[src/rtl/core/kmdr_pkg.sv]
// Shared types and constants for the key matrix debounce and repeat block.
package kmdr_pkg;

  localparam int unsigned KEY_MATRIX_W = 64;
  localparam int unsigned TICK_W       = 16;
  localparam int unsigned KEY_ID_W     = 6;
  localparam int unsigned CFG_IDX_W    = 2;
  localparam int unsigned CFG_DATA_W   = 16;

  localparam logic [CFG_IDX_W-1:0] CFG_DEBOUNCE_TICKS       = 2'd0;
  localparam logic [CFG_IDX_W-1:0] CFG_INITIAL_REPEAT_TICKS = 2'd1;
  localparam logic [CFG_IDX_W-1:0] CFG_REPEAT_TICKS         = 2'd2;

  localparam logic [TICK_W-1:0] DEBOUNCE_TICKS_RST       = 16'd20;
  localparam logic [TICK_W-1:0] INITIAL_REPEAT_TICKS_RST = 16'd500;
  localparam logic [TICK_W-1:0] REPEAT_TICKS_RST         = 16'd100;

  localparam logic EVENT_BREAK = 1'b0;
  localparam logic EVENT_MAKE  = 1'b1;

  typedef enum logic [2:0] {
    SEQ_IDLE,
    SEQ_DEB,
    SEQ_SCAN,
    SEQ_REP,
    SEQ_FLUSH
  } seq_e;

  typedef enum logic [1:0] {
    DEB_WAIT   = 2'd0,
    DEB_IDLE   = 2'd1,
    DEB_SETTLE = 2'd2
  } deb_phase_e;

  typedef enum logic [1:0] {
    REP_IDLE    = 2'd0,
    REP_MAKE    = 2'd1,
    REP_INITIAL = 2'd2,
    REP_REPEAT  = 2'd3
  } rep_phase_e;

endpackage

[src/rtl/core/kmdr_if.sv]
// Handshake channels: key snapshot input and key event output.
interface kmdr_in_if;
  logic                                valid;
  logic                                ready;
  logic [kmdr_pkg::KEY_MATRIX_W-1:0]   key_matrix;
  logic [kmdr_pkg::TICK_W-1:0]         now_ticks;

  modport source (output valid, output key_matrix, output now_ticks, input ready);
  modport sink   (input valid, input key_matrix, input now_ticks, output ready);
endinterface

interface kmdr_out_if;
  logic                              valid;
  logic                              ready;
  logic                              event_kind;
  logic [kmdr_pkg::KEY_ID_W-1:0]     key_id;
  logic                              last_of_run;

  modport source (output valid, output event_kind, output key_id, output last_of_run,
                  input ready);
  modport sink   (input valid, input event_kind, input key_id, input last_of_run,
                  output ready);
endinterface

[src/rtl/core/key_matrix_debounce_repeat_top.sv]
// Key matrix debouncer with typematic repeat, sequenced around one shared elapsed-time compare.
// Per snapshot beat: the debounce step, a scan of every key when the stable state changes,
//   the repeat step and a flush of the holding slot; scan and repeat hold while an event
//   waits for the holding slot because the output side stalls. No new snapshot is taken
//   until the flush is done: ready is high only while the sequencer is idle.
// Reset (rst_ni low, asynchronous): registers return to 20/500/100, debouncer waits for
//   all keys released, repeat is idle, no event is pending.
module key_matrix_debounce_repeat_top #(
  parameter int unsigned NUM_ROWS    = 8,
  parameter int unsigned NUM_COLUMNS = 8
) (
  input  logic                              clk_i,
  input  logic                              rst_ni,
  input  logic                              cfg_we_i,
  input  logic [kmdr_pkg::CFG_IDX_W-1:0]    cfg_idx_i,
  input  logic [kmdr_pkg::CFG_DATA_W-1:0]   cfg_data_i,
  kmdr_in_if.sink                           in_i,
  kmdr_out_if.source                        out_o
);

  localparam int unsigned NUM_KEYS  = NUM_ROWS * NUM_COLUMNS;
  localparam int unsigned KEY_IDX_W = (NUM_KEYS > 1) ? $clog2(NUM_KEYS) : 1;
  localparam logic [KEY_IDX_W-1:0] LAST_KEY = KEY_IDX_W'(NUM_KEYS - 1);

  // Configuration registers
  logic [kmdr_pkg::TICK_W-1:0] debounce_ticks_q, initial_ticks_q, repeat_ticks_q;

  always_ff @(posedge clk_i or negedge rst_ni) begin
    if (!rst_ni) begin
      debounce_ticks_q <= kmdr_pkg::DEBOUNCE_TICKS_RST;
      initial_ticks_q  <= kmdr_pkg::INITIAL_REPEAT_TICKS_RST;
      repeat_ticks_q   <= kmdr_pkg::REPEAT_TICKS_RST;
    end else if (cfg_we_i) begin
      unique case (cfg_idx_i)
        kmdr_pkg::CFG_DEBOUNCE_TICKS:       debounce_ticks_q <= cfg_data_i;
        kmdr_pkg::CFG_INITIAL_REPEAT_TICKS: initial_ticks_q  <= cfg_data_i;
        kmdr_pkg::CFG_REPEAT_TICKS:         repeat_ticks_q   <= cfg_data_i;
        default: ;  // writes beyond the register list are dropped
      endcase
    end
  end

  // Sequencer and block state
  kmdr_pkg::seq_e       seq_q, seq_d;
  kmdr_pkg::deb_phase_e deb_phase_q;
  kmdr_pkg::rep_phase_e rep_phase_q;

  logic [NUM_KEYS-1:0]              snap_q;
  logic [kmdr_pkg::TICK_W-1:0]      now_q;
  logic [NUM_KEYS-1:0]              stable_q, cand_q;
  logic [kmdr_pkg::TICK_W-1:0]      deb_start_q, rep_start_q;
  logic [kmdr_pkg::KEY_ID_W-1:0]    repeat_key_q;
  logic                             repeat_key_valid_q;
  logic [KEY_IDX_W-1:0]             scan_idx_q;

  // Holding slot: the newest event waits here until we know whether another follows,
  // which settles its last_of_run flag.
  logic                             hold_valid_q;
  logic                             hold_kind_q;
  logic [kmdr_pkg::KEY_ID_W-1:0]    hold_code_q;

  logic                             out_valid_q;
  logic                             out_kind_q;
  logic [kmdr_pkg::KEY_ID_W-1:0]    out_code_q;
  logic                             out_last_q;

  // Shared elapsed-time unit: the debounce step and the repeat step take turns on it.
  logic [kmdr_pkg::TICK_W-1:0] elap_start, elap_delay, elap_diff;
  logic                        elapsed;

  always_comb begin
    if (seq_q == kmdr_pkg::SEQ_DEB) begin
      elap_start = deb_start_q;
      elap_delay = debounce_ticks_q;
    end else begin
      elap_start = rep_start_q;
      elap_delay = (rep_phase_q == kmdr_pkg::REP_INITIAL) ? initial_ticks_q : repeat_ticks_q;
    end
  end

  assign elap_diff = now_q - elap_start;   // wraps modulo the tick range
  assign elapsed   = (elap_diff >= elap_delay);

  // Step decodes
  logic                            stable_change;
  logic                            scan_release, scan_press;
  logic [kmdr_pkg::KEY_ID_W-1:0]   scan_code;
  logic                            rep_emit;
  logic                            out_free;
  logic                            push_req, push_ok, stall;
  logic                            push_kind;
  logic [kmdr_pkg::KEY_ID_W-1:0]   push_code;
  logic                            flush_go;
  logic                            out_load;

  assign stable_change = (deb_phase_q == kmdr_pkg::DEB_SETTLE) && (snap_q == cand_q) &&
                         elapsed && (snap_q != stable_q);

  assign scan_release = !snap_q[scan_idx_q] && stable_q[scan_idx_q];
  assign scan_press   = snap_q[scan_idx_q] && !stable_q[scan_idx_q];
  assign scan_code    = kmdr_pkg::KEY_ID_W'(scan_idx_q);

  always_comb begin
    case (rep_phase_q)
      kmdr_pkg::REP_MAKE:                           rep_emit = 1'b1;
      kmdr_pkg::REP_INITIAL, kmdr_pkg::REP_REPEAT:  rep_emit = elapsed;
      default:                                      rep_emit = 1'b0;
    endcase
  end

  assign out_free  = !out_valid_q || out_o.ready;
  assign push_req  = ((seq_q == kmdr_pkg::SEQ_SCAN) && scan_release) ||
                     ((seq_q == kmdr_pkg::SEQ_REP) && rep_emit);
  assign push_kind = (seq_q == kmdr_pkg::SEQ_SCAN) ? kmdr_pkg::EVENT_BREAK
                                                   : kmdr_pkg::EVENT_MAKE;
  assign push_code = (seq_q == kmdr_pkg::SEQ_SCAN) ? scan_code : repeat_key_q;
  // A new event can enter the slot if it is empty or the old one moves to the output.
  assign push_ok   = !hold_valid_q || out_free;
  assign stall     = push_req && !push_ok;
  assign flush_go  = (seq_q == kmdr_pkg::SEQ_FLUSH) && (!hold_valid_q || out_free);
  assign out_load  = hold_valid_q && ((push_req && push_ok) || flush_go);

  assign in_i.ready = (seq_q == kmdr_pkg::SEQ_IDLE);

  always_ff @(posedge clk_i or negedge rst_ni) begin
    if (!rst_ni) begin
      seq_q <= kmdr_pkg::SEQ_IDLE;
    end else begin
      seq_q <= seq_d;
    end
  end

  always_comb begin
    seq_d = seq_q;
    unique case (seq_q)
      kmdr_pkg::SEQ_IDLE:  if (in_i.valid) seq_d = kmdr_pkg::SEQ_DEB;
      kmdr_pkg::SEQ_DEB:   seq_d = stable_change ? kmdr_pkg::SEQ_SCAN : kmdr_pkg::SEQ_REP;
      kmdr_pkg::SEQ_SCAN:  if (!stall && scan_idx_q == LAST_KEY) seq_d = kmdr_pkg::SEQ_REP;
      kmdr_pkg::SEQ_REP:   if (!stall) seq_d = kmdr_pkg::SEQ_FLUSH;
      kmdr_pkg::SEQ_FLUSH: if (flush_go) seq_d = kmdr_pkg::SEQ_IDLE;
      default:             seq_d = kmdr_pkg::SEQ_IDLE;
    endcase
  end

  // Snapshot capture
  always_ff @(posedge clk_i) begin
    if (in_i.valid && in_i.ready) begin
      snap_q <= in_i.key_matrix[NUM_KEYS-1:0];  // keys outside the matrix are ignored
      now_q  <= in_i.now_ticks;
    end
  end

  // Debounce, scan and repeat state
  always_ff @(posedge clk_i or negedge rst_ni) begin
    if (!rst_ni) begin
      deb_phase_q        <= kmdr_pkg::DEB_WAIT;
      stable_q           <= '0;
      cand_q             <= '0;
      deb_start_q        <= '0;
      rep_phase_q        <= kmdr_pkg::REP_IDLE;
      repeat_key_q       <= '0;
      repeat_key_valid_q <= 1'b0;
      rep_start_q        <= '0;
      scan_idx_q         <= '0;
    end else begin
      case (seq_q)
        kmdr_pkg::SEQ_DEB: begin
          scan_idx_q <= '0;
          case (deb_phase_q)
            kmdr_pkg::DEB_IDLE: begin
              if (snap_q != stable_q) begin
                deb_phase_q <= kmdr_pkg::DEB_SETTLE;
                cand_q      <= snap_q;
                deb_start_q <= now_q;
              end
            end
            kmdr_pkg::DEB_SETTLE: begin
              if (snap_q != cand_q) begin
                cand_q      <= snap_q;
                deb_start_q <= now_q;
              end else if (elapsed) begin
                deb_phase_q <= kmdr_pkg::DEB_IDLE;
              end
            end
            default: begin
              // wait until a snapshot shows every key released
              stable_q    <= '0;
              deb_phase_q <= (snap_q == '0) ? kmdr_pkg::DEB_IDLE : kmdr_pkg::DEB_WAIT;
            end
          endcase
        end
        kmdr_pkg::SEQ_SCAN: begin
          if (!stall) begin
            if (scan_release) begin
              if (repeat_key_valid_q && repeat_key_q == scan_code) begin
                repeat_key_valid_q <= 1'b0;
                rep_phase_q        <= kmdr_pkg::REP_IDLE;
              end
            end else if (scan_press) begin
              // newest press wins the repeat
              repeat_key_q       <= scan_code;
              repeat_key_valid_q <= 1'b1;
              rep_phase_q        <= kmdr_pkg::REP_MAKE;
            end
            if (scan_idx_q == LAST_KEY) begin
              stable_q <= snap_q;
            end else begin
              scan_idx_q <= scan_idx_q + 1'b1;
            end
          end
        end
        kmdr_pkg::SEQ_REP: begin
          if (!stall) begin
            case (rep_phase_q)
              kmdr_pkg::REP_MAKE: begin
                if (initial_ticks_q != '0) begin
                  rep_start_q <= now_q;
                  rep_phase_q <= kmdr_pkg::REP_INITIAL;
                end else begin
                  rep_phase_q <= kmdr_pkg::REP_IDLE;
                end
              end
              kmdr_pkg::REP_INITIAL: begin
                if (elapsed) begin
                  if (repeat_ticks_q != '0) begin
                    rep_start_q <= now_q;
                    rep_phase_q <= kmdr_pkg::REP_REPEAT;
                  end else begin
                    rep_phase_q <= kmdr_pkg::REP_IDLE;
                  end
                end
              end
              kmdr_pkg::REP_REPEAT: begin
                if (elapsed) rep_start_q <= now_q;
              end
              default: ;
            endcase
          end
        end
        default: ;
      endcase
    end
  end

  // Holding slot and output register
  always_ff @(posedge clk_i or negedge rst_ni) begin
    if (!rst_ni) begin
      hold_valid_q <= 1'b0;
      out_valid_q  <= 1'b0;
    end else begin
      if (push_req && push_ok) begin
        hold_valid_q <= 1'b1;
      end else if (flush_go) begin
        hold_valid_q <= 1'b0;
      end
      if (out_load) begin
        out_valid_q <= 1'b1;
      end else if (out_o.ready) begin
        out_valid_q <= 1'b0;
      end
    end
  end

  always_ff @(posedge clk_i) begin
    if (push_req && push_ok) begin
      hold_kind_q <= push_kind;
      hold_code_q <= push_code;
    end
    if (out_load) begin
      out_kind_q <= hold_kind_q;
      out_code_q <= hold_code_q;
      out_last_q <= (seq_q == kmdr_pkg::SEQ_FLUSH);  // only the flushed beat ends the run
    end
  end

  assign out_o.valid       = out_valid_q;
  assign out_o.event_kind  = out_kind_q;
  assign out_o.key_id      = out_code_q;
  assign out_o.last_of_run = out_last_q;

  // Assertions
  a_idle_slot_empty: assert property (@(posedge clk_i) disable iff (!rst_ni)
    (seq_q == kmdr_pkg::SEQ_IDLE) |-> !hold_valid_q)
    else $error("holding slot not empty while accepting snapshots");

  a_wait_stable_zero: assert property (@(posedge clk_i) disable iff (!rst_ni)
    (deb_phase_q == kmdr_pkg::DEB_WAIT) |-> (stable_q == '0))
    else $error("stable state nonzero while waiting for release");

  a_repeat_needs_key: assert property (@(posedge clk_i) disable iff (!rst_ni)
    !repeat_key_valid_q |-> (rep_phase_q == kmdr_pkg::REP_IDLE))
    else $error("repeat active without a repeat key");

  a_stall_holds_scan: assert property (@(posedge clk_i) disable iff (!rst_ni)
    (seq_q == kmdr_pkg::SEQ_SCAN && stall) |=> (scan_idx_q == $past(scan_idx_q)))
    else $error("scan advanced while its event was stalled");

endmodule
[src/flat_wrapper.sv]
// flat-port wrapper written by rule: the top's interface ports become plain ports
module key_matrix_debounce_repeat_top_flat 
#(
  parameter int unsigned NUM_ROWS    = 8,
  parameter int unsigned NUM_COLUMNS = 8
)
  (clk_i, rst_ni, cfg_we_i, cfg_idx_i, cfg_data_i, in_i_valid, in_i_key_matrix, in_i_now_ticks, in_i_ready, out_o_valid, out_o_event_kind, out_o_key_id, out_o_last_of_run, out_o_ready);
  kmdr_in_if in_i_i ();
  kmdr_out_if out_o_i ();
  input  logic clk_i;
  input  logic rst_ni;
  input  logic cfg_we_i;
  input  logic [kmdr_pkg::CFG_IDX_W-1:0] cfg_idx_i;
  input  logic [kmdr_pkg::CFG_DATA_W-1:0] cfg_data_i;
  input wire logic [$bits(in_i_i.valid)-1:0] in_i_valid;
  input wire logic [$bits(in_i_i.key_matrix)-1:0] in_i_key_matrix;
  input wire logic [$bits(in_i_i.now_ticks)-1:0] in_i_now_ticks;
  output wire logic [$bits(in_i_i.ready)-1:0] in_i_ready;
  output wire logic [$bits(out_o_i.valid)-1:0] out_o_valid;
  output wire logic [$bits(out_o_i.event_kind)-1:0] out_o_event_kind;
  output wire logic [$bits(out_o_i.key_id)-1:0] out_o_key_id;
  output wire logic [$bits(out_o_i.last_of_run)-1:0] out_o_last_of_run;
  input wire logic [$bits(out_o_i.ready)-1:0] out_o_ready;
  assign in_i_i.valid = in_i_valid;
  assign in_i_i.key_matrix = in_i_key_matrix;
  assign in_i_i.now_ticks = in_i_now_ticks;
  assign in_i_ready = in_i_i.ready;
  assign out_o_valid = out_o_i.valid;
  assign out_o_event_kind = out_o_i.event_kind;
  assign out_o_key_id = out_o_i.key_id;
  assign out_o_last_of_run = out_o_i.last_of_run;
  assign out_o_i.ready = out_o_ready;
  key_matrix_debounce_repeat_top #(.NUM_ROWS(NUM_ROWS), .NUM_COLUMNS(NUM_COLUMNS)) u_core (.clk_i(clk_i), .rst_ni(rst_ni), .cfg_we_i(cfg_we_i), .cfg_idx_i(cfg_idx_i), .cfg_data_i(cfg_data_i), .in_i(in_i_i), .out_o(out_o_i));
endmodule
[config.mk]
export PLATFORM = sky130hd
export DESIGN_NAME = key_matrix_debounce_repeat_top_flat
export DESIGN_NICKNAME = d
export VERILOG_FILES = /design/src/rtl/core/kmdr_pkg.sv /design/src/rtl/core/kmdr_if.sv /design/src/rtl/core/key_matrix_debounce_repeat_top.sv /design/src/flat_wrapper.sv
export SDC_FILE = /design/constraint.sdc
export NUM_CORES = 1
export LEC_CHECK = 0
export CAP_MARGIN = 20
export CORE_MARGIN = 3
export CORE_UTILIZATION = 34
export DETAILED_ROUTE_END_ITERATION = 10
export DONT_BUFFER_PORTS = 1
export PLACE_DENSITY = 0.6
export SLEW_MARGIN = 40
export SYNTH_ARGS = -nofsm -noshare
export SYNTH_HDL_FRONTEND = slang
export SYNTH_SLANG_ARGS = --single-unit
[constraint.sdc]
create_clock -name clk_i -period 6.5 [get_ports clk_i]
set_input_delay 0.975 -clock clk_i [delete_from_list [all_inputs] [get_ports clk_i]]
set_output_delay 0.975 -clock clk_i [all_outputs]
set_load 0.02 [all_outputs]
==> run metrics, run 1 <==
outcome finished, final reports clean; Num CTS Buffers 39; Die ar. approximately 51000 sq um; most common cell after layout, fill and taps aside dfrtp_1; Top Metal Used met5; FFs w/ async S/R, synth 70.8%; number of global-route vias before repair roughly 10000; critical path class reg -> reg; Worst Hold Class in -> async; clk slew on worst S/H paths around 60 ps; layout cells sized above 1 a little under a quarter; minimum clock period 5660 ps; Hold-fix buffers, CTS 0; Clock Tree Root clkbuf_16; RSZ-0062 raised after global routing no; fin worst setup slack between 800 and 900 ps; Setup Skew approximately 34 ps; Clock Latency Late Sink approximately 550 ps; FMAX approximately 0.18 GHz; dpl hpwl approximately 28 mm; flops & latches, synth about 330; clock share of power between 30% and 40%; GRT overflow 0; Syn Inst Count around 1200; Synth area leader dfrtp_1; Int Pwr 4.82 mW; GP Congestion 0.886; vias post-DR roughly 10000; Static Leak ~7.6 nW; Tightest Pin Transition approximately 840 ps; sequential power share about two fifths; # placed instances about 1800; syn_nets 1321; Antenna Nets Post-Route 0; synth top area cells dfrtp_1 33%, edfxtp_1 17%, mux2_4 7.1%, mux4_2 5.6%, xnor2_1 4.8%; commonest cells after routing, fill and taps aside 217 x dfrtp_1, 95 x edfxtp_1, 89 x xnor2_1, 78 x mux2_4; die width 225 um; CTS Sinks 325; Combinational Power Share 30.5%; P per Cell Area 397 nW/um^2; Netlist cell types 66; Final nets around 1300; largest net degree at the start of global routing roughly 230; Net Switching approximately 2.5 mW; first-pass GRT wire length about 62 mm; Mean Syn Cell Area around 14 sq um; CTS resizes 0; Rel. slew slack about 44%; YS warnings 0; Arrival @ worst endpoint 5820 ps; TritonCTS clock tree yes; vias per cell around 5.4; Total Wirelength around 39 mm; pre-CTS setup slack approximately 850 ps; Routed met3 length about 2.5 mm; M1 WL between 15 and 20 mm; final instance area 18400 sq um; non-filler cells, final ~1800; top cell type's share of synthesized area around 33%; final setup fails 0; post-route total power approximately 7.3 mW; Max VDD drop ~0.24 mV; Post-Route Setup TNS 0 ps; DRT iter0 DRCs 807; total core area about 47000 sq um; Critical Path RT 6660 ps; CP startpoint kind flop; reg-to-reg startpoint u_core.seq_q[0]$_DFFE_PN0P_; postcts setup bufs 0; sequential cell area fraction in the yosys report 52.6%; Critical Path End Type flop; Initial Util between 30% and 40%; Setup crit start u_core.seq_q[0]$_DFFE_PN0P_; crit path max fanout 46; Top FF cell, synth dfrtp_1; Area Growth Syn to Fin 12.4%; Area after DPL between 15000 and 20000 sq um; Max Cap Viol 0; Die Span Y between 200 and 250 um; Hold WS between 100 and 150 ps; switching part of the total 34.0%; synthesized area about 16000 sq um; H-tree depth 2; maximum clock path buffer count 3; fin. max-slew vios 0; fin crit share 87.1%; port buffer count 0; FP Rows between 70 and 80; DRT Pass-1 Iters 5; initial antenna violation count 4; GRT Total Usage 15.6%; io pins 113; Post-synth EDFFs 95; met2 wire length roughly 18 mm; Wirelength per Cell between 20 and 25 um; DRC 0; final core utilization about two fifths; final hold viol count 0
[routing by layer]
metal	global-route usage, %	vias to the layer above
met4	4.47	2
li1	-	4467
met5	0	-
met1	21.6	5035
met2	24.4	296
met3	3.89	62
[cells in the mapped netlist (3+ instances only)]
cell,number
dfrtp_1,219
edfxtp_1,95
xnor2_1,89
mux2_4,78
a22o_1,64
mux2_2,64
xor2_1,49
mux4_2,41
nand2_1,39
nor2_1,39
nor4_1,38
clkbuf_1,37
ha_1,37
mux2i_1,36
a21oi_1,31
nand4_1,31
o21ai_0,24
inv_1,20
nor2b_1,14
dfstp_2,11
a21o_1,9
buf_12,8
mux2_1,8
nand3_1,7
nor3_1,7
o21ai_1,6
nor3b_1,5
o22ai_1,5
a31oi_1,4
nand3b_1,4
o21a_1,4
or4_1,4
a211oi_1,3
and2_1,3
buf_2,3
nand2b_1,3
[critical path, stage by stage (launching register included)]
cell	delay, ps
dfrtp_1	540
nor3b_2	380
buf_4	560
mux2i_1	260
ha_1	300
a21o_1	190
a21oi_1	220
nor2b_1	70
a31oi_1	190
a31oi_1	190
nor4_1	320
nor3_1	100
ha_1	300
and4_1	180
o21ai_0	150
o21ai_1	430
o21ai_0	210
a21bo_2	240
nor2_1	440
[power groups by stage]
stage | combinational [mW] | clock (mW) | sequential [mW]
final | 2.23 | 2.23 | 2.85
after global routing | 2.51 | 2.38 | 2.89
after CTS | 2.25 | 2.30 | 2.85
after detailed placement | 2.25 | 0 | 2.88
after global placement | 2.15 | 0 | 2.88
after floorplan | 1.74 | 0 | 2.70
[final timing paths]
check / slack, ps / to / cells after the start
max in group asynchronous: 5680 / u_core.rep_start_q[8]$_DFFE_PN0P_ / 0
max reg2reg: 840 / u_core.out_o.key_id[5]$_DFFE_PP_ / 18
max: 840 / u_core.out_o.key_id[5]$_DFFE_PP_ / 18
min in group clk_i: 420 / u_core.out_o.key_id[4]$_DFFE_PP_ / 0
min reg2reg: 420 / u_core.out_o.key_id[4]$_DFFE_PP_ / 0
min: 130 / u_core.cand_q[43]$_DFFE_PN0P_ / 0
[state kept, by name, indices dropped and copies added (netlist names), 3 cells and up]
register                 cells
u_core.now_q                16
u_core.cand_q               64
u_core.repeat_key_q          6
u_core.hold_code_q           6
u_core.repeat_ticks_q       16
u_core.scan_code             6
u_core.debounce_ticks_q     16
u_core.rep_start_q          16
u_core.stable_q             64
u_core.seq_q                 3
u_core.initial_ticks_q      16
u_core.deb_start_q          16
u_core.snap_q               64
u_core.out_o.key_id          6
[cell type report]
type	count	area, sq um
fill	4414	28600
clock inverter	15	201
timing repair buffer	21	239
tap	607	759
multi-input combinational	783	7390
inverter	21	78.8
sequential	325	8620
antenna	2	5.00
clock buffer	57	1110
[kinds of logic (layout without fill, tap and decap cells)]
logic type	after synthesis	in the layout	share of synthesized area (%)
flip-flops	325	325	52.6
multiplexers	228	228	20.1
AND/OR/NAND/NOR	208	208	6.87
AO/OA/AOI/OAI	171	171	7.55
XOR/XNOR	138	138	7.38
buffers and inverters	72	114	2.51
adder cells (fa/ha/maj)	38	38	2.95
other	0	2	0
Power figures use the tool's default switching activity.
==> run 2, diff against run 1 <==
==> constraint.sdc (replaced) <==
create_clock -name clk_i -period 6.5 [get_ports clk_i]
set_input_delay 0.65 -clock clk_i [delete_from_list [all_inputs] [get_ports clk_i]]
set_output_delay 0.65 -clock clk_i [all_outputs]
set_load 0.02 [all_outputs]
==> run 2 against run 1 <==
Against the previous run:
- first-iteration DRC count rose by 2.4%
- register-to-register slack improved by 20 ps
- combinational power is essentially flat
- worst hold slack gained 62 ps
==> run metrics, run 2 (synthesis results as in run 1) <==
Rel. slew slack 45.7%; CP startpoint kind flop; final hold viol count 0; fin crit share approximately 87%; number of global-route vias before repair 10300; crit path max fanout 46; GRT overflow 0; Clock Latency Late Sink about 550 ps; io pins 113; total core area about 47000 sq um; FMAX about 0.18 GHz; fin. max-slew vios 0; Fillers about 4400; Initial Util 34.8%; Die Span Y 225 um; layout cells sized above 1 24.0%; Post-Route Setup TNS 0 ps; H-tree depth 2; maximum clock path buffer count 3; port buffer count 0; Max Cap Viol 0; vias post-DR ~9900; dpl hpwl 28.1 mm; P per Cell Area 397 nW/um^2; RSZ-0062 raised after global routing no; Hold-fix buffers, CTS 2; Die ar. slightly above 50000 sq um; GP Congestion 0.886; Max VDD drop 0.238 mV; Top Registers u_core.cand_q x64, u_core.snap_q x64, u_core.stable_q x64; Clock Tree Root clkbuf_16; CTS resizes 0; DRT Pass-1 Iters 4; Static Leak about 7.7 nW; Final nets about 1300; final core utilization 39.3%; largest net degree at the start of global routing around 220; GRT Total Usage between 10% and 20%; final setup fails 0; die width between 200 and 250 um; minimum clock period 5640 ps; Antenna Nets Post-Route 0; fin worst setup slack ~860 ps; Num CTS Buffers 39; pre-CTS setup slack 850 ps; Arrival @ worst endpoint 5800 ps; FF-to-FF setup slack about 860 ps; vias per cell around 5.4; Critical Path End Type flop; clk slew on worst S/H paths 60 ps; first-pass GRT wire length 62.1 mm; reg2reg path depth 18; most common cell after layout, fill and taps aside dfrtp_1; Worst Hold Class in -> reg; post-route total power between 7 and 8 mW; TritonCTS clock tree yes; Setup Skew approximately 34 ps; outcome finished, final reports clean; critical path class reg -> reg; postcts setup bufs 0; Total Wirelength between 30 and 40 mm; FP Rows 79; Area Growth Syn to Fin 13.0%; Critical Path RT approximately 6700 ps; Worst Hold Path Cells 0; commonest cells after routing, fill and taps aside 217 x dfrtp_1, 95 x edfxtp_1, 89 x xnor2_1, 78 x mux2_4; Wirelength per Cell about 22 um; Hold WS 191 ps; DRT iter0 DRCs a little over 800; initial antenna violation count 4; DRC 0; CTS Sinks approximately 330; Tightest Pin Transition 814 ps
[run 2: layer usage]
layer	track usage [%]	part of all wire (%)	routed length, um	vias to the layer above
met5	0	0.028	11	-
met4	4.37	2.2	890	2
met3	3.89	5.9	2360	64
met2	24.8	46	18300	264
met1	21.8	46	18300	5081
li1	-	-	-	4475
[run 2: final cells by class]
class / instances / area, sq um / share of cell area (%)
diodes: 2 / 5.00 / 0.0270
clock buffers: 57 / 1110 / 6.02
clock inverters: 15 / 201 / 1.09
inverters: 21 / 78.8 / 0.426
multi-input cells: 783 / 7390 / 39.9
flip-flops and latches: 325 / 8620 / 46.6
well taps: 607 / 759 / 4.10
repair buffers: 26 / 337 / 1.82
[run 2: power by group]
part	internal [mW]	total [mW]	switching (mW)
registers	2.45	2.85	0.397
logic	1.02	2.26	1.24
clock network	1.36	2.24	0.878
total	4.83	7.34	2.52
[run 2: metrics by stage]
step	area, sq um	std cells
4_1_cts	18400	1831
3_3_place_gp	17000	1750
2_1_floorplan	16400	1180
5_1_grt	18500	1834
6_report	18500	1836
3_5_place_dp	17100	1757
[run 2: critical path, stage by stage, from the launching register on]
cell	delay, ps
dfrtp_1	540
nor3b_2	380
buf_4	550
mux2i_1	260
ha_1	300
a21o_1	190
a21oi_1	220
nor2b_1	70
a31oi_1	190
a31oi_1	190
nor4_1	310
nor3_1	100
ha_1	300
and4_1	180
o21ai_0	140
o21ai_1	420
o21ai_0	210
a21bo_2	240
nor2_1	440
[run 2: worst paths after layout]
path	startpoint	end
max	u_core.seq_q[0]$_DFFE_PN0P_	u_core.out_o.key_id[5]$_DFFE_PP_
min	in_i_key_matrix[9]	u_core.snap_q[9]$_DFFE_PP_
max reg2reg	u_core.seq_q[0]$_DFFE_PN0P_	u_core.out_o.key_id[5]$_DFFE_PP_
min reg2reg	u_core.hold_code_q[4]$_DFFE_PP_	u_core.out_o.key_id[4]$_DFFE_PP_
max in group asynchronous	rst_ni	u_core.repeat_ticks_q[4]$_DFFE_PN0P_
min in group asynchronous	rst_ni	u_core.debounce_ticks_q[2]$_DFFE_PN1P_
==> run 3, diff against run 2 <==
ABC_AREA = 1   (was not set)
==> run 3 against run 2 <==
Against the previous run:
- clock power shrank 4%
- first-iteration DRC count grew 9.0%
- synthesized cell count grew 71%
- worst hold slack gained 6.1 ps
- area after synthesis grew 8.3%
- non-clock buffer count shrank 7
- core utilization shrank 1.4 points
==> run metrics, run 3 <==
Clock Tree Root clkbuf_16; Die Span Y 234 um; Setup Skew between 15 and 20 ps; adder-cell share of the synthesized area around 2.7%; simple-gate portion of the synthesized area a little over a fifth; Worst Hold Class in -> reg; GP Congestion 0.848; GRT overflow 0; DRT iter0 DRCs 900; Max VDD drop roughly 0.14 mV; Mean Syn Cell Area ~8.8 sq um; final setup fails 0; gr busiest metal met2; vias per cell about 5.0; initial antenna violation count 1; P per Cell Area between 200 and 250 nW/um^2; CP bufs+invs 3; # placed instances roughly 2600; io pins 113; Synth area leader dfrtp_1; mux share of post-synthesis cell area 0.846%; RSZ-0062 raised after global routing no; crit path max fanout 64; die width between 200 and 250 um; Area after DPL about 18000 sq um; CP peak stage delay around 470 ps; Worst setup endpoint u_core.stable_q[4]$_DFFE_PN0P_; Post-synth EDFFs 95; Static Leak slightly below 9 nW; Final nets 2128; Combinational Power Share ~3.6%; Critical Path RT ~6900 ps; met1 global-route usage between 20 and 25%; Top Registers u_core.cand_q x64, u_core.snap_q x64, u_core.stable_q x64; Setup crit start u_core.seq_q[1]$_DFFE_PN0P_; Antenna Nets Post-Route 0; Hold WS roughly 200 ps; Tightest Pin Transition 836 ps; FF-to-FF setup slack around 840 ps; post-route total power roughly 4.5 mW; Total Wirelength between 40 and 50 mm; Die ar. 55000 sq um; top post-synthesis cells by count 386 x nand2_1, 225 x nor2_1, 219 x dfrtp_1; Rel. slew slack 44.3%; Netlist cell types 52; Net Switching between 0.9 and 1 mW; sequential power share about half; dpl hpwl around 29 mm; TritonCTS clock tree yes; outcome finished, final reports clean; flops & latches, synth 325; met3 usage under 10%; synthesized area 17700 sq um; fin worst setup slack 836 ps; DRC 0; minimum clock period roughly 5700 ps; largest family of logic cells by synthesized area simple AND/OR/NAND/NOR gates; number of global-route vias before repair between 10000 and 15000; H-tree depth 2; total core area about 52000 sq um; Clock Latency Late Sink 540 ps; kind of cell adding the most delay to the critical path simple AND/OR/NAND/NOR gates; reg2reg path depth 29; Int Pwr approximately 3.5 mW; critical path class reg -> reg; clock share of power a little under half; fin crit share between 80 and 90%; reg2reg end u_core.stable_q[4]$_DFFE_PN0P_; CP startpoint kind flop; reg-to-reg startpoint u_core.seq_q[1]$_DFFE_PN0P_; layout cells sized above 1 between 10 and 15%; Max Cap Viol 0; fin. max-slew vios 0; first-pass GRT wire length 70.8 mm; most common cell after layout, fill and taps aside nand2_1; Crit. path cell count 29; Num CTS Buffers 38; final core utilization a little under two fifths; maximum clock path buffer count 3; Top FF cell, synth dfrtp_1; commonest cells after routing, fill and taps aside 383 x nand2_1, 224 x nor2_1, 218 x dfrtp_1, 204 x o21ai_0, 145 x inv_1; Area Growth Syn to Fin 10.2%; Crit-path slowest cell nand2_4; most frequent cell after synthesis nand2_1; largest net degree at the start of global routing 220; Hold-fix buffers, CTS 2; syn_nets around 2200; FMAX 0.177 GHz; Wirelength per Cell ~16 um; Initial Util 34.4%; final hold viol count 0; CTS Sinks around 330; DRT Pass-1 Iters 5; sequential cell area fraction in the yosys report 48.6%; Arrival @ worst endpoint just over 6000 ps; non-filler cells, final approximately 2700; FFs w/ async S/R, synth slightly above 70%; clk slew on worst S/H paths 60 ps; port buffer count 0; pre-CTS setup slack ~830 ps; Critical Path End Type flop; GRT Total Usage between 10% and 20%; xor/xnor share of the synthesized area just under 6%; vias post-DR approximately 13000; final instance area ~20000 sq um; CTS resizes 0; postcts setup bufs 0; Post-Route Setup TNS 0 ps; compound-cell area share of the yosys netlist between 10% and 20%; top cell type's share of synthesized area 30.9%; Syn Inst Count roughly 2000; synth top area cells dfrtp_1 31%, edfxtp_1 16%, nand2_1 8.2%, o21ai_0 5.8%, nor2_1 4.8%; GR Layer Usage met2 25.1%; most frequent CP cell nand2_1; YS warnings 0; FP Rows a little over 80; switching part of the total between 20% and 30%
==> run 3: cell types whose count changed after synthesis, moves of 78 or more <==
cell / change
mux2_4: -78
nand2_2: +81
o21ai_0: +180
o21ai_2: +80
nand3_1: +98
inv_1: +126
nor2_1: +186
nand2_1: +347
==> run 3: logic make-up after synthesis <==
| group | after synthesis |
|---|---|
| and+or+nand+nor | 867 |
| AOI/OAI and AO/OA | 390 |
| DFF | 325 |
| buffers and inverters | 269 |
| xor gates and xnor gates | 118 |
| adders and majority gates | 38 |
| muxes | 15 |
==> run 3: worst reg2reg max path, delay by kind of cell (launching register included) <==
| kind | cells | cell delay, ps |
|---|---|---|
| compound gates | 5 | 900 |
| flops | 1 | 430 |
| fa+ha+maj | 3 | 880 |
| simple gates | 17 | 2840 |
| buf+inv | 3 | 340 |
| xor+xnor | 1 | 140 |
==> run 3: power groups by stage <==
| stage | combinational (mW) | sequential (mW) | clock, mW |
|---|---|---|---|
| after CTS | 0.162 | 2.19 | 2.20 |
| after global placement | 0.121 | 2.23 | 0 |
| after global routing | 0.192 | 2.20 | 2.28 |
| after floorplan | 0.0983 | 2.22 | 0 |
| final | 0.163 | 2.19 | 2.14 |
| after detailed placement | 0.128 | 2.23 | 0 |
==> run 3: cell type report <==
cell class                      instances  area, sq um
Antenna cell                            1         2.50
Inverter                              175          657
Sequential cell                       325         8620
Clock inverter                         14          116
Multi-Input combinational cell       1428         7900
Clock buffer                           56         1130
Timing Repair Buffer                   19          268
Fill cell                            5170        32000
Tap cell                              680          851
==> run 3: worst min path at each step <==
stage	startpoint	end	slack, ps	cells past startpoint
3_3_place_gp	rst_ni	u_core.cand_q[47]$_DFFE_PN0P_	370	0
3_5_place_dp	rst_ni	u_core.cand_q[47]$_DFFE_PN0P_	370	0
2_1_floorplan	rst_ni	u_core.cand_q[0]$_DFFE_PN0P_	350	0
6_report	in_i_key_matrix[42]	u_core.snap_q[42]$_DFFE_PP_	200	0
5_1_grt	in_i_key_matrix[60]	u_core.snap_q[60]$_DFFE_PP_	160	0
4_1_cts	in_i_key_matrix[13]	u_core.snap_q[13]$_DFFE_PP_	160	0
==> run 3: routing by layer <==
metal | up-vias | routed length [um]
met5 | - | 0
met4 | 0 | 1160
met3 | 74 | 2040
met2 | 304 | 19600
met1 | 6421 | 21200
li1 | 6596 | -
